**config.mk**
```make
export PLATFORM = sky130hd
export DESIGN_NAME = mbe_front_flat
export DESIGN_NICKNAME = d
export VERILOG_FILES = /design/src/rtl/mbe_pkg.sv /design/src/rtl/mbe_if.sv /design/src/rtl/mbe_front.sv /design/src/flat_wrapper.sv
export SDC_FILE = /design/constraint.sdc
export NUM_CORES = 2
export LEC_CHECK = 0
export ABC_AREA = 1
export ABC_CLOCK_PERIOD_IN_PS = 7400
export BUFFER_PORTS_ARGS = -buffer_cell sky130_fd_sc_hd__buf_4
export CAP_MARGIN = 20
export CORE_ASPECT_RATIO = 1.4
export CORE_UTILIZATION = 45
export DETAILED_ROUTE_END_ITERATION = 10
export GPL_ROUTABILITY_DRIVEN = 1
export PLACE_DENSITY = 0.73
export RECOVER_POWER = 25
export SYNTH_ARGS = -nofsm -noshare
export SYNTH_HDL_FRONTEND = slang
export SYNTH_SLANG_ARGS = --single-unit
```
**constraint.sdc**
```tcl
create_clock -name clk -period 7.4 [get_ports clk]
set_input_delay 1.85 -clock clk [delete_from_list [all_inputs] [get_ports clk]]
set_output_delay 1.85 -clock clk [all_outputs]
set_load 0.02 [all_outputs]
```
**src/rtl/mbe_pkg.sv**
```systemverilog
package mbe_pkg;

	localparam int MAX_DIM   = 4096;
	localparam int FRAC_BITS = 56;

	localparam int VAL_W     = 64;
	localparam int CNT_W     = 16;
	localparam int CFG_IDX_W = 3;

	// pixel coordinate mapping
	localparam int PIX_W   = $clog2(MAX_DIM);
	localparam int DIM_W   = PIX_W + 1;
	localparam int OFF_W   = DIM_W + 1;
	localparam int OMAG_W  = OFF_W - 1;
	localparam int SCALE_W = VAL_W - 1;
	localparam int SLO_W   = 32;
	localparam int SHI_W   = SCALE_W - SLO_W;
	localparam int MAP_W   = OMAG_W + SCALE_W;

	// iteration datapath: magnitudes up to two are split into two halves
	localparam int MAG_W  = FRAC_BITS + 2;
	localparam int HALF_W = (MAG_W + 1) / 2;
	localparam int HI_W   = MAG_W - HALF_W;
	localparam int PROD_W = 2 * MAG_W;
	localparam int DIFF_W = (PROD_W + 1 > VAL_W) ? PROD_W + 1 : VAL_W;

	localparam int FIFO_DEPTH = 2;
	localparam int PTR_W      = $clog2(FIFO_DEPTH);

	localparam logic signed [VAL_W-1:0] VAL_MAX = {1'b0, {(VAL_W-1){1'b1}}};
	localparam logic signed [VAL_W-1:0] VAL_MIN = {1'b1, {(VAL_W-1){1'b0}}};

	// two in fixed point, and four in the squared domain
	localparam logic [VAL_W:0]  ESC_LIN = (VAL_W+1)'(1) << (FRAC_BITS + 1);
	localparam logic [PROD_W:0] ESC_SQ  = (PROD_W+1)'(1) << (2 * FRAC_BITS + 2);

	localparam logic [CNT_W-1:0] MAX_ITER_RST = CNT_W'(256);
	localparam logic [DIM_W-1:0] DIM_RST      = DIM_W'(1024);

	typedef enum logic [CFG_IDX_W-1:0] {
		REG_CENTER_RE,
		REG_CENTER_IM,
		REG_PIXEL_SCALE,
		REG_MAX_ITER,
		REG_IMAGE_WIDTH,
		REG_IMAGE_HEIGHT,
		REG_ESCAPE_MODE
	} cfg_reg_t;

	typedef enum logic {
		ESC_CIRCLE,
		ESC_DIAMOND
	} esc_mode_t;

	typedef struct packed {
		logic signed [VAL_W-1:0] center_re;
		logic signed [VAL_W-1:0] center_im;
		logic [SCALE_W-1:0]      pixel_scale;
		logic [CNT_W-1:0]        max_iter;
		logic [DIM_W-1:0]        image_width;
		logic [DIM_W-1:0]        image_height;
		esc_mode_t               escape_mode;
	} cfg_t;

	typedef struct packed {
		logic signed [VAL_W-1:0] c_re;
		logic signed [VAL_W-1:0] c_im;
	} point_t;

	typedef enum logic [1:0] {
		FR_IDLE,
		FR_MUL,
		FR_SUM,
		FR_ADD
	} fr_state_t;

	typedef enum logic [2:0] {
		IT_IDLE,
		IT_MAG,
		IT_MUL,
		IT_SUM,
		IT_TEST,
		IT_ADD
	} it_state_t;

	function automatic logic signed [VAL_W-1:0] sat_add(
		input logic signed [VAL_W-1:0] a,
		input logic signed [VAL_W-1:0] b
	);
		logic signed [VAL_W-1:0] s;
		s = a + b;
		if (a[VAL_W-1] == b[VAL_W-1] && s[VAL_W-1] != a[VAL_W-1]) begin
			s = a[VAL_W-1] ? VAL_MIN : VAL_MAX;
		end
		return s;
	endfunction

endpackage

```
**src/rtl/mbe_if.sv**
```systemverilog
interface mbe_pix_if import mbe_pkg::*; ();
	logic             valid;
	logic             ready;
	logic [PIX_W-1:0] pixel_x;
	logic [PIX_W-1:0] pixel_y;

	modport source (output valid, output pixel_x, output pixel_y, input ready);
	modport sink (input valid, input pixel_x, input pixel_y, output ready);
endinterface


```
**src/rtl/mbe_front.sv**
```systemverilog
module mbe_front import mbe_pkg::*; (
	input  logic   clk,
	input  logic   arst_n,
	input  cfg_t   cfg_regs,
	mbe_pix_if.sink pixel,
	output logic   push_valid,
	input  logic   push_ready,
	output point_t push_data
);

	fr_state_t state_q, state_d;

	logic signed [OFF_W-1:0]   off_x, off_y;
	logic                      neg_x_q, neg_y_q;
	logic [OMAG_W-1:0]         mag_x_q, mag_y_q;
	logic [OMAG_W+SLO_W-1:0]   plo_x_q, plo_y_q;
	logic [OMAG_W+SHI_W-1:0]   phi_x_q, phi_y_q;
	logic [MAP_W-1:0]          prod_x, prod_y;
	logic signed [VAL_W-1:0]   map_re_q, map_im_q;

	function automatic logic [OMAG_W-1:0] off_mag(input logic signed [OFF_W-1:0] o);
		logic [OFF_W-1:0] m;
		m = o[OFF_W-1] ? -o : o;
		return m[OMAG_W-1:0];
	endfunction

	// offset times scale, saturated to the signed range
	function automatic logic signed [VAL_W-1:0] sat_map(
		input logic             neg,
		input logic [MAP_W-1:0] p
	);
		logic signed [VAL_W-1:0] r;
		if (|p[MAP_W-1:VAL_W-1]) begin
			r = neg ? VAL_MIN : VAL_MAX;
		end else begin
			r = neg ? -$signed(p[VAL_W-1:0]) : $signed(p[VAL_W-1:0]);
		end
		return r;
	endfunction

	assign off_x = $signed({1'b0, pixel.pixel_x, 1'b0} - {1'b0, cfg_regs.image_width});
	assign off_y = $signed({1'b0, pixel.pixel_y, 1'b0} - {1'b0, cfg_regs.image_height});

	assign prod_x = (MAP_W'(phi_x_q) << SLO_W) + MAP_W'(plo_x_q);
	assign prod_y = (MAP_W'(phi_y_q) << SLO_W) + MAP_W'(plo_y_q);

	assign push_data.c_re = sat_add(map_re_q, cfg_regs.center_re);
	assign push_data.c_im = sat_add(map_im_q, cfg_regs.center_im);

	always_ff @(posedge clk or negedge arst_n) begin
		if (!arst_n) begin
			state_q <= FR_IDLE;
		end else begin
			state_q <= state_d;
		end
	end

	always_ff @(posedge clk) begin
		case (state_q)
			FR_IDLE: begin
				if (pixel.valid) begin
					neg_x_q <= off_x[OFF_W-1];
					neg_y_q <= off_y[OFF_W-1];
					mag_x_q <= off_mag(off_x);
					mag_y_q <= off_mag(off_y);
				end
			end
			FR_MUL: begin
				plo_x_q <= mag_x_q * cfg_regs.pixel_scale[SLO_W-1:0];
				plo_y_q <= mag_y_q * cfg_regs.pixel_scale[SLO_W-1:0];
				phi_x_q <= mag_x_q * cfg_regs.pixel_scale[SCALE_W-1:SLO_W];
				phi_y_q <= mag_y_q * cfg_regs.pixel_scale[SCALE_W-1:SLO_W];
			end
			FR_SUM: begin
				map_re_q <= sat_map(neg_x_q, prod_x);
				map_im_q <= sat_map(neg_y_q, prod_y);
			end
			default: begin
			end
		endcase
	end

	always_comb begin
		state_d     = state_q;
		pixel.ready = 1'b0;
		push_valid  = 1'b0;
		case (state_q)
			FR_IDLE: begin
				pixel.ready = 1'b1;
				if (pixel.valid) begin
					state_d = FR_MUL;
				end
			end
			FR_MUL: begin
				state_d = FR_SUM;
			end
			FR_SUM: begin
				state_d = FR_ADD;
			end
			FR_ADD: begin
				push_valid = 1'b1;
				if (push_ready) begin
					state_d = FR_IDLE;
				end
			end
			default: begin
				state_d = FR_IDLE;
			end
		endcase
	end

endmodule

```
**src/flat_wrapper.sv**
```systemverilog
// flat-port wrapper written by rule: the top's interface ports become plain ports
module mbe_front_flat import mbe_pkg::*;
  (clk, arst_n, cfg_regs, push_valid, push_ready, push_data, pixel_valid, pixel_pixel_x, pixel_pixel_y, pixel_ready);
  mbe_pix_if pixel_i ();
  input  logic clk;
  input  logic arst_n;
  input  cfg_t cfg_regs;
  output logic push_valid;
  input  logic push_ready;
  output point_t push_data;
  input wire logic [$bits(pixel_i.valid)-1:0] pixel_valid;
  input wire logic [$bits(pixel_i.pixel_x)-1:0] pixel_pixel_x;
  input wire logic [$bits(pixel_i.pixel_y)-1:0] pixel_pixel_y;
  output wire logic [$bits(pixel_i.ready)-1:0] pixel_ready;
  assign pixel_i.valid = pixel_valid;
  assign pixel_i.pixel_x = pixel_pixel_x;
  assign pixel_i.pixel_y = pixel_pixel_y;
  assign pixel_ready = pixel_i.ready;
  mbe_front u_core (.clk(clk), .arst_n(arst_n), .cfg_regs(cfg_regs), .pixel(pixel_i), .push_valid(push_valid), .push_ready(push_ready), .push_data(push_data));
endmodule
```
# Word-level counts from Yosys, hierarchy flattened
# Cells that the tools add are included.
# classes
shifts,0
n_mul,4
n_eq_ne,9
div_mod_pow,0
bitwise_logic,0
reduce_logical,7
addsub,10
n_mux,17
order_cmp,0
# ops
op,count
2-to-1 mux 64 bit,10
adder 76 x 45 -> 76 bit,2
adder 64 bit,2
negator 64 bit,2
multiplier 13 x 32 -> 45 bit,2
multiplier 13 x 31 -> 44 bit,2
subtractor 13 x 13 -> 14 bit,2
2-to-1 mux 13 bit,2
negator 13 bit,2
OR reduction 13 bit,2
one-hot mux 2 bit (4 select lines),1
"== test 2 bit, second input constant",2
2-to-1 mux 2 bit,2
"inequality test 2 bit, second input constant",2
AND reduction 2 bit,2
== test 1 bit,2
"== test 2 x 1 -> 1 bit, second input constant",1
logical AND 1 bit,2
zero test 2 bit,1
2-to-1 mux 1 bit,2
inequality test 1 bit,2
# word_totals
ramBits,0
reg_bits,336
output_inout_bits,130
mem_count,0
elab_cells,58
inputBits,262
latch_bits,0
romBits,0

# Longest topological paths before layout
# logic_depth
depth_word,4
ltp_mapped,28
ltp_nobuf,26

# Worst setup path before layout
# No wires, ideal clock.
# synth_timing
kind,input-to-reg
start,input port cfg_regs[82] in the netlist's numbering
end,register u_core.phi_y_q[31] (data pin)
required_ps,7140
cell_stages,22
arrival_ps,6721
path_slack_ps,419
cell_sequence,clkbuf_1 -> clkbuf_1 -> nand2_1 -> fa_1 -> inv_1 -> fa_1 -> fa_1 -> fa_1 -> inv_1 -> fa_1 -> inv_1 -> ha_1 -> a21oi_1 -> inv_1 -> a21oi_1 -> a21boi_0 -> o21ai_0 -> a21oi_1 -> o21ai_0 -> nand2_1 -> nand2_1 -> xor2_1
# synth_between
elab_chain_len,1
# synth_rtl
element,line_no,source
"start, declared",flat_wrapper.sv:7,input cfg_t cfg_regs;
multiplier 13 x 31 -> 44 bit,mbe_front.sv:72,phi_y_q <= mag_y_q * cfg_regs.pixel_scale[SCALE_W-1:SLO_W];
"end signal, assigned",mbe_front.sv:72,
"end, declared",mbe_front.sv:17,"logic [OMAG_W+SHI_W-1:0] phi_x_q, phi_y_q;"
# No other way between the ends.
# A chain may end at the register's enable or synchronous reset.

==> metrics.md <==
| Metric | Value |
|---|---|
| Ys flop type | `edfxtp_1` |
| Total global routing overflow | `0` |
| Clock Tree Root | `clkbuf_16` |
| Hold-fix buffers at CTS | `0` |
| Die X | `365.7 µm` |
| Max layer used | `met5` |
| Layout cells sized above 1 | `0.05676` |
| Syn Nets | `13,620` |
| Initial antenna violation count | `24` |
| Hold WS | `roughly 0.64 ns` |
| Cells after Synth | `11,510` |
| First-pass GRT wire length | `382,000 µm` |
| Worst r2r path cells | `18` |
| Detailed placement HPWL | `~200,000 µm` |
| Met3 WL | `between 15,000 and 20,000 µm` |
| Async SR Flop Fraction | `0.005952` |
| ANT nets after route | `0` |
| Clk_lat worst skew | `0.62 ns` |
| Crit share post-route | `0.9526` |
| Max_slew headroom | `-1.579` |
| WP data required | `5.55 ns` |
| Hold EP | `u_core.map_im_q[0]` |
| Unrepaired setup endpoints after global routing | `no` |
| Row Count | `between 150 and 200` |
| CTS max path bufs | `3` |
| Synth Warn # | `0` |
| R2R setup slack | `about 1.1 ns` |
| CP Class | `in -> out` |
| Max-slew violation count | `between 200 and 300` |
| Clock sinks | `around 340` |
| Max frequency | `around 140 MHz` |
| Failing checks | `capacitance limit, slew limit` |
| Crit Path Max Fanout | `3` |
| Worst Min Path Start | `u_core.plo_y_q[0]` |
| Routability cong. | `0.9790` |
| Max_cap viols | `4` |
| DRT Pass-1 Iters | `8` |
| Synthesized area per cell | `7.242 µm²` |
| Starting density of the core | `0.4540` |
| Port Buffers | `374` |
| H-tree Lvls | `2` |
| CTS tree | `yes` |
| Crit path DAT | `roughly 5.2 ns` |
| Post-synthesis cell type count | `60` |
| Via count of the first global-routing pass | `73,560` |
| Total die area | `187,000 µm²` |
| GRT Util Overall | `0.2548` |
| Worst min path class | `reg -> reg` |
| CP Launch Type | `primary input` |
| Nets@finish | `13,710` |
| Crit-path most repeated cell | `o21ai_0` |
| Crit path cell chain | `buf_4 > ha_1 > inv_1 > fa_1 > inv_1 > nand3_1 > nand2_1 > a21oi_1 > o21ai_0 > a21boi_0 > o21ai_0 > xor2_1 > o21ai_0 > buf_4` |
| Hold path depth | `2` |
| #FFs+latches synth | `336` |
| Post-CTS Resized | `0` |
| Crit path max-delay cell type | `o21ai_0` |
| Mapped cell area | `83,360 µm²` |
| DRC Markers | `0` |
| Post-Route WL | `238,600 µm` |
| Inserted Clock Buffers | `37` |
| CP peak stage delay | `~0.66 ns` |
| Post-CTS setup buffer count | `0` |
| Slew at the pin closest to its max-slew limit | `slightly below 4 ns` |
| DR iter-0 viols | `approximately 5,400` |
| Sequential-to-total area share from yosys stat | `0.1209` |
| Worst r2r dst | `u_core.plo_x_q[39]` |
| FF-to-FF Start | `u_core.mag_x_q[4]` |
| Vias | `a little over 70,000` |
| Min Tclk post-route | `7.049 ns` |
| Vert. Die Dim | `511.2 µm` |
| Area grow syn2layout | `7.684%` |
| Clk slew on worst S/H paths | `0.07 ns` |
| Post-Route Setup TNS | `0 ns` |
| Avg WL per Cell | `16.95 µm` |
| Routed vias/inst | `5.136` |
| EDFF count, synth | `334` |
| Core footprint | `roughly 180,000 µm²` |
| CP endpoint kind | `output port` |
| Final hold vios | `0` |
| Largest net degree at the start of global routing | `77` |
| Top-level I/O count | `392` |
| Clock Skew | `between 0.04 and 0.05 ns` |
| Finish-stage setup viols | `0` |
| WL met1 | `about 93,000 µm` |
| Metal2 WL | `118,000 µm` |
| Status | `finished, violations left` |
-- how the worst max path moves through the flow --
| stage | start | endpoint | slack [ns] | cells after the start |
|---|---|---|---|---|
| floorplan | cfg_regs[82] | u_core.phi_y_q[31] | 0.42 | 22 |
| detailed placement | cfg_regs[83] | u_core.phi_x_q[39] | 0.15 | 21 |
| CTS | cfg_regs[106] | push_data[30] | 0.41 | 14 |
| finish | cfg_regs[106] | push_data[30] | 0.35 | 14 |
| global placement | cfg_regs[81] | u_core.phi_x_q[39] | 0.22 | 21 |
| global route | cfg_regs[106] | push_data[30] | 0.24 | 14 |
-- synth_stat cells, drive strengths merged (60+ instances only) --
| library cell | count | area (µm²) |
|---|---|---|
| a21oi | 446 | 2243 |
| clkbuf | 399 | 1498 |
| edfxtp | 334 | 10030 |
| fa | 1304 | 26110 |
| ha | 542 | 6782 |
| inv | 2954 | 11090 |
| nand2 | 3177 | 11970 |
| nand3 | 333 | 1677 |
| nand4 | 60 | 375.4 |
| nor2 | 678 | 2599 |
| nor3 | 82 | 440.4 |
| o21ai | 411 | 2173 |
| xnor2 | 165 | 1445 |
| xor2 | 237 | 2083 |
-- sequential cells by signal (all words and copies together) (netlist names) --
signal,flops
u_core.map_im_q,64
u_core.neg_y_q,1
u_core.plo_y_q,45
u_core.neg_x_q,1
u_core.mag_x_q,13
u_core.mag_y_q,13
u_core.map_re_q,64
u_core.phi_x_q,44
u_core.state_q,2
u_core.plo_x_q,45
u_core.phi_y_q,44
-- final cells by class --
type	count	area, µm²
Fill cell	18190	93860
Sequential cell	336	10080
Inverter	2954	11090
Clock buffer	40	937.1
Clock inverter	27	305.3
Tap cell	2444	3058
Timing Repair Buffer	486	3855
Antenna cell	4	10.01
Multi-Input combinational cell	7785	60430
-- routing by layer --
layer	vias up	GRT usage
li1	34300	-
met1	34860	0.3068
met2	2459	0.4504
met3	642	0.03383
met4	38	0.1150
met5	-	0
-- cell families (layout without fill, tap and decap cells) --
group	count (synthesis)	count (layout)	share of synthesized area
AOI/OAI and AO/OA	1097	1097	0.07432
DFF	336	336	0.1209
and+or+nand+nor	4440	4440	0.2137
xor gates and xnor gates	402	402	0.04233
buffers and inverters	3389	3507	0.1542
other	0	4	0
adders and majority gates	1846	1846	0.3945
-- worst max-delay path: cells and delay by family --
family | cells | cell delay (ns)
AOI/OAI and AO/OA | 5 | 1.99
adders and majority gates | 2 | 0.56
and+or+nand+nor | 2 | 0.20
buffers and inverters | 4 | 0.43
xor gates and xnor gates | 1 | 0.15
-- cell usage in the layout, fill, tap and decap left out, drive strengths merged, types with 7 or more instances in the layout --
cell	instances
nand2	3177
inv	2958
fa	1304
nor2	678
ha	542
buf	479
a21oi	446
o21ai	411
edfxtp	334
nand3	333
xor2	237
xnor2	165
nor3	82
nand4	60
a31oi	55
clkbuf	47
a21o	41
nand3b	33
o21bai	32
or2	32
o21a	29
nor4	24
a21boi	23
and3	17
o211ai	16
clkinv	15
o2111ai	10
a221oi	7
-- metrics by stage --
step                setup WS, ns  instances    util  area [µm²]
global route              0.2365      14080  0.4888       89760
CTS                       0.4101      14070  0.4890       89790
floorplan                 0.4190      11510       -       83360
finish                    0.3511      14080  0.4888       89760
detailed placement        0.1500      14000  0.4822       88540
global placement          0.2153      14000  0.4822       88540
Power is not shown: default switching activity piles up to over one toggle a cycle in this logic, so the estimate is an artifact.
