File: src/rtl/mbe_pkg.sv
package mbe_pkg;

	localparam int MAX_DIM   = 4096;
	localparam int FRAC_BITS = 56;

	localparam int VAL_W     = 64;
	localparam int CNT_W     = 16;
	localparam int CFG_IDX_W = 3;

	// pixel coordinate mapping
	localparam int PIX_W   = $clog2(MAX_DIM);
	localparam int DIM_W   = PIX_W + 1;
	localparam int OFF_W   = DIM_W + 1;
	localparam int OMAG_W  = OFF_W - 1;
	localparam int SCALE_W = VAL_W - 1;
	localparam int SLO_W   = 32;
	localparam int SHI_W   = SCALE_W - SLO_W;
	localparam int MAP_W   = OMAG_W + SCALE_W;

	// iteration datapath: magnitudes up to two are split into two halves
	localparam int MAG_W  = FRAC_BITS + 2;
	localparam int HALF_W = (MAG_W + 1) / 2;
	localparam int HI_W   = MAG_W - HALF_W;
	localparam int PROD_W = 2 * MAG_W;
	localparam int DIFF_W = (PROD_W + 1 > VAL_W) ? PROD_W + 1 : VAL_W;

	localparam int FIFO_DEPTH = 2;
	localparam int PTR_W      = $clog2(FIFO_DEPTH);

	localparam logic signed [VAL_W-1:0] VAL_MAX = {1'b0, {(VAL_W-1){1'b1}}};
	localparam logic signed [VAL_W-1:0] VAL_MIN = {1'b1, {(VAL_W-1){1'b0}}};

	// two in fixed point, and four in the squared domain
	localparam logic [VAL_W:0]  ESC_LIN = (VAL_W+1)'(1) << (FRAC_BITS + 1);
	localparam logic [PROD_W:0] ESC_SQ  = (PROD_W+1)'(1) << (2 * FRAC_BITS + 2);

	localparam logic [CNT_W-1:0] MAX_ITER_RST = CNT_W'(256);
	localparam logic [DIM_W-1:0] DIM_RST      = DIM_W'(1024);

	typedef enum logic [CFG_IDX_W-1:0] {
		REG_CENTER_RE,
		REG_CENTER_IM,
		REG_PIXEL_SCALE,
		REG_MAX_ITER,
		REG_IMAGE_WIDTH,
		REG_IMAGE_HEIGHT,
		REG_ESCAPE_MODE
	} cfg_reg_t;

	typedef enum logic {
		ESC_CIRCLE,
		ESC_DIAMOND
	} esc_mode_t;

	typedef struct packed {
		logic signed [VAL_W-1:0] center_re;
		logic signed [VAL_W-1:0] center_im;
		logic [SCALE_W-1:0]      pixel_scale;
		logic [CNT_W-1:0]        max_iter;
		logic [DIM_W-1:0]        image_width;
		logic [DIM_W-1:0]        image_height;
		esc_mode_t               escape_mode;
	} cfg_t;

	typedef struct packed {
		logic signed [VAL_W-1:0] c_re;
		logic signed [VAL_W-1:0] c_im;
	} point_t;

	typedef enum logic [1:0] {
		FR_IDLE,
		FR_MUL,
		FR_SUM,
		FR_ADD
	} fr_state_t;

	typedef enum logic [2:0] {
		IT_IDLE,
		IT_MAG,
		IT_MUL,
		IT_SUM,
		IT_TEST,
		IT_ADD
	} it_state_t;

	function automatic logic signed [VAL_W-1:0] sat_add(
		input logic signed [VAL_W-1:0] a,
		input logic signed [VAL_W-1:0] b
	);
		logic signed [VAL_W-1:0] s;
		s = a + b;
		if (a[VAL_W-1] == b[VAL_W-1] && s[VAL_W-1] != a[VAL_W-1]) begin
			s = a[VAL_W-1] ? VAL_MIN : VAL_MAX;
		end
		return s;
	endfunction

endpackage

File: src/rtl/mbe_fifo.sv
module mbe_fifo import mbe_pkg::*; (
	input  logic   clk,
	input  logic   arst_n,
	input  logic   push_valid,
	output logic   push_ready,
	input  point_t push_data,
	output logic   pop_valid,
	input  logic   pop_ready,
	output point_t pop_data
);

	point_t           mem_q [FIFO_DEPTH];
	logic [PTR_W-1:0] wr_ptr_q, rd_ptr_q;
	logic [PTR_W:0]   cnt_q;
	logic             do_push, do_pop;

	assign push_ready = cnt_q != (PTR_W+1)'(FIFO_DEPTH);
	assign pop_valid  = cnt_q != '0;
	assign pop_data   = mem_q[rd_ptr_q];
	assign do_push    = push_valid && push_ready;
	assign do_pop     = pop_valid && pop_ready;

	always_ff @(posedge clk or negedge arst_n) begin
		if (!arst_n) begin
			wr_ptr_q <= '0;
			rd_ptr_q <= '0;
			cnt_q    <= '0;
		end else begin
			if (do_push) begin
				wr_ptr_q <= PTR_W'(wr_ptr_q + 1'b1);
			end
			if (do_pop) begin
				rd_ptr_q <= PTR_W'(rd_ptr_q + 1'b1);
			end
			if (do_push && !do_pop) begin
				cnt_q <= cnt_q + 1'b1;
			end else if (do_pop && !do_push) begin
				cnt_q <= cnt_q - 1'b1;
			end
		end
	end

	always_ff @(posedge clk) begin
		if (do_push) begin
			mem_q[wr_ptr_q] <= push_data;
		end
	end

endmodule

File: config.mk
export PLATFORM = sky130hd
export DESIGN_NAME = mbe_fifo
export DESIGN_NICKNAME = d
export VERILOG_FILES = /design/src/rtl/mbe_pkg.sv /design/src/rtl/mbe_fifo.sv
export SDC_FILE = /design/constraint.sdc
export NUM_CORES = 1
export LEC_CHECK = 0
export BUFFER_PORTS_ARGS = -buffer_cell sky130_fd_sc_hd__buf_4
export CORE_MARGIN = 2
export CORE_UTILIZATION = 47
export DETAILED_ROUTE_END_ITERATION = 16
export GPL_ROUTABILITY_DRIVEN = 0
export GPL_TIMING_DRIVEN = 0
export HOLD_SLACK_MARGIN = 0.06
export PLACE_DENSITY = 0.76
export RECOVER_POWER = 100
export SLEW_MARGIN = 20
export SYNTH_ARGS = -nofsm -noshare
export SYNTH_HDL_FRONTEND = slang
export SYNTH_SLANG_ARGS = --single-unit
File: constraint.sdc
create_clock -name clk -period 6.66 [get_ports clk]
set_input_delay 0.999 -clock clk [delete_from_list [all_inputs] [get_ports clk]]
set_output_delay 0.999 -clock clk [all_outputs]
set_load 0.005 [all_outputs]
After elaboration in Yosys (flattened, before gate mapping)
Memories as Yosys holds them, arrays and structs flattened.
Index checks and enable logic that the tools add are counted.
Word-level totals
  logic and storage cells: 21
  register bits after elaboration: 4
  output and inout bits: 130
  bits of input ports: 132
  memories kept: 1
  memory bits (writable): 256
Memory list
  mem_q: depth 2, width 128, read ports 1, clocked after Yosys merged registers in 0, write ports 1, RTL line mbe_fifo.sv:12  | point_t mem_q [FIFO_DEPTH];
Operators by class
  reduce and logical (&&, ||, !) cells: 8
  muxes and demuxes: 4
  equality and inequality tests: 1
  $add $sub $neg: 4
Operators with widths (count)
  $logic_and A1 B1 Y1: 4
  $mux W2: 2
  $reduce_bool A2 Y1: 2
  $add A1 B1 Y1 const B: 2
  $add A2 B1 Y2 const B: 1
  $logic_not A1 Y1: 2
  $mux W1: 2
  $ne A2 B2 Y1 const B: 1
  $sub A2 B1 Y2 const B: 1

Depth between registers and ports, before layout
Gate-level depths: netlist of the first run.
  depth in word-level cells: 6
  mapped depth: 7
  mapped depth without buffers: 7

Least setup slack after synthesis of the first run
No wires, ideal clock.
  path type: input-to-reg
  start: input port push_valid
  end: memory mem_q[0][0] (netlist bit) (enable)
  path buffers: 0
  stages on the path: 2
  setup slack: -363 ps
  arrival: 6407 ps
  setup time: 617 ps
  required time: 6043 ps
  cells stage by stage: nand2_1 > nor2_1
Between the ends
  longest elaborated chain between the ends: 3
RTL lines
  from (decl): RTL line mbe_fifo.sv:4  | input logic push_valid,
  $logic_and A1 B1 Y1: RTL line mbe_fifo.sv:20  | assign do_push = push_valid && push_ready;
  $mux W1: RTL line mbe_fifo.sv:44  | if (do_push) begin
  $mux W1 (implied by the code): RTL line mbe_fifo.sv:45  | mem_q[wr_ptr_q] <= push_data;
  to (decl): RTL line mbe_fifo.sv:12
No other way between the ends.

Worst setup path in the final report of the first run
  start: register cnt_q[0]
  end: memory mem_q[1][56] (netlist bit) (enable)
Between the ends
  longest elaborated chain between the ends: 4
RTL lines
  from (decl): RTL line mbe_fifo.sv:14  | logic [PTR_W:0] cnt_q;
  from (signal assigned): RTL line mbe_fifo.sv:36  | cnt_q <= cnt_q + 1'b1;
  from (signal assigned): RTL line mbe_fifo.sv:38  | cnt_q <= cnt_q - 1'b1;
  $ne A2 B2 Y1: RTL line mbe_fifo.sv:17  | assign push_ready = cnt_q != (PTR_W+1)'(FIFO_DEPTH);
  $logic_and A1 B1 Y1: RTL line mbe_fifo.sv:20
  $mux W1: RTL line mbe_fifo.sv:44
  $mux W1 (implied by the code): RTL line mbe_fifo.sv:45
No other way between the ends.

==> results of run 1 <==
synth_stat cells, drive strengths merged:
| library cell | number |
|---|---|
| and3 | 1 |
| buf | 14 |
| dfrtp | 4 |
| edfxtp | 256 |
| ha | 1 |
| inv | 1 |
| mux2 | 128 |
| nand2 | 2 |
| nand2b | 1 |
| nor2 | 2 |
| or2 | 1 |
| xnor2 | 3 |
| xor2 | 2 |
cell families after synthesis:
kind of cell / after synthesis / share of synthesized area [%]
buf+inv: 15 / 1.64
xor+xnor: 5 / 0.462
mux: 128 / 15.2
flops: 260 / 82.2
fa+ha+maj: 1 / 0.132
simple gates: 7 / 0.357
layer usage:
| layer | part of all wire (%) | vias up | wire, um | global-route usage, % |
|---|---|---|---|---|
| met2 | 52 | 194 | 9350 | 29.7 |
| met4 | 3.9 | 0 | 711 | 6.36 |
| met3 | 7.2 | 52 | 1300 | 4.92 |
| li1 | - | 2249 | - | - |
| met1 | 37 | 2397 | 6740 | 18.3 |
| met5 | 0 | - | 0 | 0 |
worst min path at each step:
stage	start	slack, ns	cells past startpoint	to
finish	arst_n	0.32	1	cnt_q[1]
global route	arst_n	0.30	1	cnt_q[1]
CTS	arst_n	0.25	1	cnt_q[1]
detailed placement	cnt_q[1]	0.51	1	cnt_q[1]
global placement	cnt_q[1]	0.48	1	cnt_q[1]
floorplan	cnt_q[1]	0.46	1	cnt_q[1]
final cells by class:
cell class	instances	area, um^2
clock inverters	9	93.8
multi-input cells	141	1530
fillers	1436	7250
repair buffers	268	1790
plain buffers	14	52.6
clock buffers	39	741
well taps	265	332
flip-flops and latches	260	7790
inverters	1	3.75
per-stage QoR:
stage                     hold slack (ns)  instance area [um^2]  util [%]
after floorplan                     0.456                  9480         -
after global placement              0.478                 11800      60.1
after detailed placement            0.509                 12000      61.1
after CTS                           0.247                 12800      65.3
after global routing                0.299                 12300      63.0
final                               0.316                 12300      63.0
registers in the layout, summed over array words and instances (netlist names):
name,cells
rd_ptr_q,1
wr_ptr_q,1
cnt_q,2
mem_q,256
where the power goes:
group          internal (mW)  switching (mW)  total (mW)
sequential              2.26          0.0807        2.34
combinational          0.771           0.732        1.50
clock                  0.842           0.553        1.40
total                   3.87            1.37        5.23
placed cells by master (no fill, tap or decap):
cell type   instances
and3_1              1
buf_1               2
buf_12              1
buf_16              2
buf_4              25
bufinv_16           2
clkbuf_1           94
clkbuf_16          27
clkbuf_4          168
clkbuf_8            2
clkinv_1            3
clkinv_2            3
clkinvlp_4          1
dfrtp_1             4
edfxtp_1          256
ha_1                1
inv_1               1
mux2_1              9
mux2_2            119
nand2_1             2
nand2b_1            1
nor2_1              2
or2_2               1
xnor2_1             3
xor2_1              2
==> impl_metrics.ini, run 1 <==
[global_routing]
gr-total-overflow = 0
antenna_found_initial = 0
grt_pass1_vias = 5316
grt_first_pass_wirelength_mm = 27.8
grt_max_degree = 56
grt_util_all_layers_pct = 16.5

[timing]
fin_worst_skew_ns = 0.00443
setup_ws_ns = 2.51
setup_tns_ns = 0
fin_crit_sh_pct = 62.3
min_period_ns = 4.15
worst_pin_slew_ns = 3.08
setup_viol = 0
finalHoldViolCount = 0
rsz0062_at_grt = false
drv_slew = 133
slew-limit-headroom_pct = -106
max_freq_mhz = 241

[detailed_routing]
first_pass_iters = 6
vias_per_cell = 4.91
route.detailed.drc = 0
wirelength_mm = 18.1
drt_iter0_drc = 188
post_drt_wl_per_cell_um = 18.1
vias = 4892
ant_nets = 0

[clocking]
insertion_delay_ns = 0.51
cts_hold_buf = 0
cts-htree-levels = 1
clock-root-buffer = clkbuf_16
numClockSinks = 260
cts_tree = yes
clk_pin_slew_ns = 0.06
cts_resized = 0
cts_buffers = 26
postCtsSetupBuffers = 0
cts_buffer_depth = 3

[setup_path]
cp-endpoint = mem_q[1][56]
r2r_start = cnt_q[0]
worstSetupPathType = flip-flop to flip-flop
crit_start = cnt_q[0]
cp.arrival_ns = 4.20
end_kind = flip-flop
cp_top_family = buffers and inverters
cp_slowest_stage_delay_ns = 2.22
crit_cells = 3
cp_cell_sequence = nand2b_1 > and3_1 > clkbuf_1
crit_slowest_cell = clkbuf_1
r2r_cells = 3
rrSetupSlack_ns = 2.51
crit_fanout = 55
critPathLaunchType = flip-flop
cp.required_ns = 6.72
rr_endpoint = mem_q[1][56]
crit_buf_inv = 1

[pwr]
ir_drop_v = 0.000267
power_mw = 5.23
powerDensity_nw_per_um2 = 424
p_leak_nw = 4.41

[synth]
synth.area.top_cells = edfxtp_1, mux2_2, buf_6, dfrtp_1, xnor2_1
synth_cells = 416
ys_ff_latch = 260
netlist_area_um2 = 9470
ys_types = 14
seq_area_frac_synth_pct = 82.2
yosys_warnings = 0
yosys.area.top_type = edfxtp_1
yosysTopAreaCellShare_pct = 81.1
synth_nets = 549
postSynthAreaPerCell_um2 = 22.8

[placed_design]
dp_hpwl_mm = 12.9
numPortBuffers = 261
pre_cts_slack_ns = 3.85
dp_cells = 949

[floorplanning]
initial_core_util_pct = 48.4
fp.dieH_um = 146
die_x_um = 146
die-area_um2 = 21300
rows = 51
core-area_um2 = 19600
pin_count = 262

[final_layout]
drive_gt1_share_pct = 48.0
synthToLayoutAreaGrowth_pct = 30.2
nets = 845
num_antenna_cells = 0
layout.cells.non_filler = 997

[job]
cap_violations = 3

[outcome]
outcome = finished with violations
violations = capacitance limit, slew limit

[hold_path]
hold_class = input pin to async pin
Note: power is estimated with default switching activity, not from simulation.
==> run 2: changes to the inputs <==
Settings changed: CORE_UTILIZATION 47 to 52, PLACE_DENSITY 0.76 to 0.79.
Clock period 6.66 ns to 4.2 ns, I/O delays scaled along.
==> impl_metrics.ini, run 2 (synthesis gave the netlist of run 1 again) <==
[setup_path]
end_kind = output port
cp.required_ns = 3.57
worstSetupPathType = flip-flop to output port
crit_slowest_cell = clkbuf_1
critPathLaunchType = flip-flop
crit_start = rd_ptr_q
rrSetupSlack_ns = 1.18
r2r_start = cnt_q[0]
cp_slowest_stage_delay_ns = 0.53
crit_fanout = 10
crit_top_cell = clkbuf_1
cp_cell_sequence = clkbuf_1 > clkbuf_1 > mux2_1 > buf_4
cp.arrival_ns = 2.45

[final_layout]
layout.cells.non_filler = 959
final_cell_mix = edfxtp_1, clkbuf_4, mux2_2
drive_gt1_share_pct = 48.8
post-route-util_pct = 69.0
fillers = 1217
ff_latch_area_um2 = 7790
top_register = mem_q
final_common_cell = edfxtp_1
top_regs = mem_q (256), cnt_q (2)
multiInputGateArea_um2 = 1530
largest_reg_flops = 256
synthToLayoutAreaGrowth_pct = 30.3
nets = 846

[timing]
setup_viol = 0
finalHoldViolCount = 0
slew-limit-headroom_pct = -46.3
rsz0062_at_grt = false
setup_ws_ns = 1.12
worst_pin_slew_ns = 2.20
min_period_ns = 3.08
max_freq_mhz = 325
fin_worst_skew_ns = 0.00896
drv_slew = 44
fin_crit_sh_pct = 73.3
holdWs_ns = 0.328

[clocking]
cts_buffer_depth = 3
clock-root-buffer = clkbuf_16
cts_resized = 0
clk_pin_slew_ns = 0.06
numClockSinks = 260
cts_buffers = 25
cts-htree-levels = 1
insertion_delay_ns = 0.50
cts_tree = yes

[global_routing]
antenna_found_initial = 0
grt_max_degree = 53
grt_first_pass_wirelength_mm = 28.4
grt_pass1_vias = 5327
grt_util_all_layers_pct = 18.9
gr-total-overflow = 0

[detailed_routing]
wirelength_mm = 18.7
ant_nets = 0
route.detailed.drc = 0
first_pass_iters = 4
vias_per_cell = 5.15
post_drt_wl_per_cell_um = 19.5
vias = 4935
drt_iter0_drc = 206

[floorplanning]
die_x_um = 139
core-area_um2 = 17900
pin_count = 262
fp.dieH_um = 139
die-area_um2 = 19300
rows = 49
initial_core_util_pct = 52.9

[pwr]
power_mw = 8.26
powerDensity_nw_per_um2 = 669
ir_drop_v = 0.000492
p_leak_nw = 4.42

[outcome]
outcome = finished with violations
violations = capacitance limit, slew limit

[placed_design]
numPortBuffers = 261
pre_cts_slack_ns = 2.05
dp_cells = 914
dp_hpwl_mm = 13.2

[job]
cap_violations = 1

[hold_path]
hold_start = push_data[69]
hold_class = input pin to flip-flop
==> run 2: report_power, final <==
| part | switching [mW] | leakage, nW | internal [mW] |
|---|---|---|---|
| registers | 0.131 | 2.42 | 3.55 |
| clock network | 0.872 | 0.357 | 1.15 |
| logic | 1.20 | 1.64 | 1.36 |
==> run 2: final cells by class <==
| type | count | area share [%] |
|---|---|---|
| antenna | 1 | 0.0203 |
| timing repair buffer | 270 | 15.2 |
| buffer | 14 | 1.03 |
| inverter | 1 | 0.0304 |
| clock inverter | 11 | 0.659 |
| multi-input combinational | 141 | 12.4 |
| clock buffer | 32 | 5.28 |
| sequential | 260 | 63.1 |
| tap | 229 | 2.32 |
==> run 2: critical path, delay by kind of cell (launching register included) <==
kind | cells | cell delay, ns
muxes | 1 | 0.40
DFF | 1 | 0.36
buffers and inverters | 3 | 1.18
==> run 2: through the flow <==
| step | setup TNS, ns | instance area, um^2 |
|---|---|---|
| finish | 0 | 12300 |
| global placement | -179.61 | 11700 |
| CTS | 0 | 12700 |
| detailed placement | 0 | 11900 |
| global route | 0 | 12300 |
| floorplan | 0 | 9480 |
==> run 2: final timing paths <==
check / endpoint / depth (start not counted)
hold reg to reg: wr_ptr_q / 1
min in group asynchronous: cnt_q[0] / 2
max in group asynchronous: cnt_q[1] / 2
setup / recovery: pop_data[91] / 4
setup reg to reg: mem_q[1][30] / 3
hold / removal: mem_q[1][69] / 1
==> run 2: timing repair <==
item | in CTS | in global routing
buffers inserted | 0 | 0
hold endpoints to repair | 4 | 0
hold buffers | 1 | 0
==> run 2: metal layers <==
| metal | wire length (um) | share of wire [%] | track usage [%] | vias up |
|---|---|---|---|---|
| met5 | 0 | 0 | 0 | - |
| met4 | 587 | 3.1 | 6.96 | 0 |
| met3 | 1290 | 6.9 | 4.56 | 39 |
| met2 | 9950 | 53 | 34.5 | 185 |
| met1 | 6850 | 37 | 21.5 | 2458 |
| li1 | - | - | - | 2253 |
==> run 3: changes to the inputs <==
Settings changed: ABC_AREA from default to 1.
Clock period 4.2 ns to 2.96 ns, I/O delays scaled along.
==> impl_metrics.ini, run 3 <==
[outcome]
outcome = finished clean

[timing]
setup_viol = 0
min_period_ns = 2.55
holdWs_ns = 0.137
fin_worst_skew_ns = 0.00900
drv_slew = 0
rsz0062_at_grt = false
fin_crit_sh_pct = 86.0
finalHoldViolCount = 0
slew-limit-headroom_pct = 52.4
max_freq_mhz = 393
worst_pin_slew_ns = 0.714
setup_tns_ns = 0

[setup_path]
worstSetupPathType = flip-flop to output port
cp.arrival_ns = 2.10
rrSetupSlack_ns = 0.42
critPathLaunchType = flip-flop
crit_fanout = 10
end_kind = output port
cp.required_ns = 2.52

[clocking]
clk_pin_slew_ns = 0.06
cts_resized = 0
cts_buffer_depth = 3
cts_tree = yes
cts_buffers = 27
insertion_delay_ns = 0.51
numClockSinks = 260
clock-root-buffer = clkbuf_16
cts-htree-levels = 1

[synth]
synth_cells = 697
synth_common_cells = nand2_1, edfxtp_1, buf_2
netlist_area_um2 = 9490
seq_area_frac_synth_pct = 82.1
synth_nets = 830
synthFlopType = edfxtp_1
synth_edf_count = 256
yosysTopAreaCellShare_pct = 81.0
yosys.area.top_type = edfxtp_1
ys_types = 14
yosys_warnings = 0
ys_ff_latch = 260
synth.most_common_cell = nand2_1
postSynthAreaPerCell_um2 = 13.6
async_reset_ff_share_pct = 1.54
synth.area.top_cells = edfxtp_1, nand2_1, buf_2, dfrtp_1, inv_1

[floorplanning]
die-area_um2 = 19300
die_x_um = 139
fp.dieH_um = 139
rows = 49
pin_count = 262
initial_core_util_pct = 52.8
core-area_um2 = 18000

[global_routing]
grt_max_degree = 27
gr-total-overflow = 0
grt_pass1_vias = 6129
grt_util_all_layers_pct = 20.7
antenna_found_initial = 1
grt_first_pass_wirelength_mm = 31.5

[final_layout]
top_register = mem_q
final_common_cell = nand2_1
ff_latch_area_um2 = 7790
top_regs = mem_q (256), cnt_q (2)
largest_reg_flops = 256
synthToLayoutAreaGrowth_pct = 31.3
nets = 1132
layout.cells.non_filler = 1246
post-route-util_pct = 69.4
fillers = 1284
drive_gt1_share_pct = 25.0
final_cell_mix = nand2_1, edfxtp_1, clkbuf_4
multiInputGateArea_um2 = 1550

[detailed_routing]
first_pass_iters = 4
post_drt_wl_per_cell_um = 16.3
ant_nets = 0
vias_per_cell = 4.90
route.detailed.drc = 0
vias = 6101
drt_iter0_drc = 264
wirelength_mm = 20.3

[placed_design]
numPortBuffers = 261
dp_hpwl_mm = 14.2
dp_cells = 1198

[pwr]
power_mw = 12.1
p_leak_nw = 5.18
ir_drop_v = 0.000608
powerDensity_nw_per_um2 = 969

[hold_path]
hold_class = input pin to flip-flop

[job]
cap_violations = 0
==> run 3: cell types whose count changed in the layout (fill, tap and decap cells not counted), moves of 3 or more <==
| cell | change |
|---|---|
| mux2_2 | -124 |
| buf_6 | -10 |
| nand2_1 | +392 |
| buf_2 | +16 |
| mux2_1 | -4 |
| clkbuf_4 | +12 |
| clkbuf_1 | -8 |
| clkbuf_2 | +3 |
| inv_1 | +6 |
| clkinv_1 | +6 |
==> run 3: logic make-up after synthesis <==
family                   Yosys count  share of synthesized area (%)
XOR/XNOR                           2                          0.185
adder cells (fa/ha/maj)            1                          0.132
AND/OR/NAND/NOR                  399                           15.8
flip-flops                       260                           82.1
buffers and inverters             35                           1.79
==> run 3: final cells by class <==
type                       instances  share of cell area, %
sequential                       260                   62.5
timing repair buffer             273                   15.5
multi-input combinational        402                   12.4
clock buffer                      33                   5.60
tap                              229                   2.30
buffer                            28                   1.03
clock inverter                    13                  0.452
inverter                           7                  0.211
antenna                            1                 0.0201
==> run 3: layer usage <==
metal	track usage (%)	up-vias	share of wire [%]
li1	-	2973	-
met1	24.2	2869	37
met2	37.6	218	52
met3	5.15	41	8.1
met4	6.38	0	3.0
met5	0	-	0
==> run 3: through the flow <==
stage                     setup slack (ns)  instance area (um^2)
after floorplan                   0.000975                  9510
after global routing                 0.263                 12500
final                                0.413                 12500
after detailed placement             0.814                 12000
after global placement               -1.01                 11800
after CTS                            0.626                 12800
==> run 3: worst paths after layout <==
check / start / to / cells past startpoint
hold / removal: push_data[17] / mem_q[1][17] / 1
setup reg to reg: cnt_q[0] / mem_q[0][53] / 7
hold reg to reg: cnt_q[0] / cnt_q[0] / 1
setup / recovery: rd_ptr_q / pop_data[100] / 6
max in group asynchronous: arst_n / rd_ptr_q / 2
min in group asynchronous: arst_n / cnt_q[1] / 2
==> run 3: critical path, stage by stage (launching register included) <==
cell and delay, ns:
dfrtp_1 0.39, inv_1 0.10, clkbuf_1 0.37, clkbuf_1 0.42, nand2_1 0.11, nand2_1 0.08, clkbuf_4 0.12
==> run 3: where the power goes <==
part	total (mW)	internal, mW	leakage [nW]	switching (mW)
logic	3.95	1.61	2.38	2.34
registers	5.22	5.03	2.43	0.190
clock network	2.92	1.65	0.368	1.26
==> run 3: repair_timing <==
| action | CTS | global route |
|---|---|---|
| endpoints found under the hold margin | 4 | 0 |
| buffers inserted | 0 | 0 |
| hold buffers | 1 | 0 |
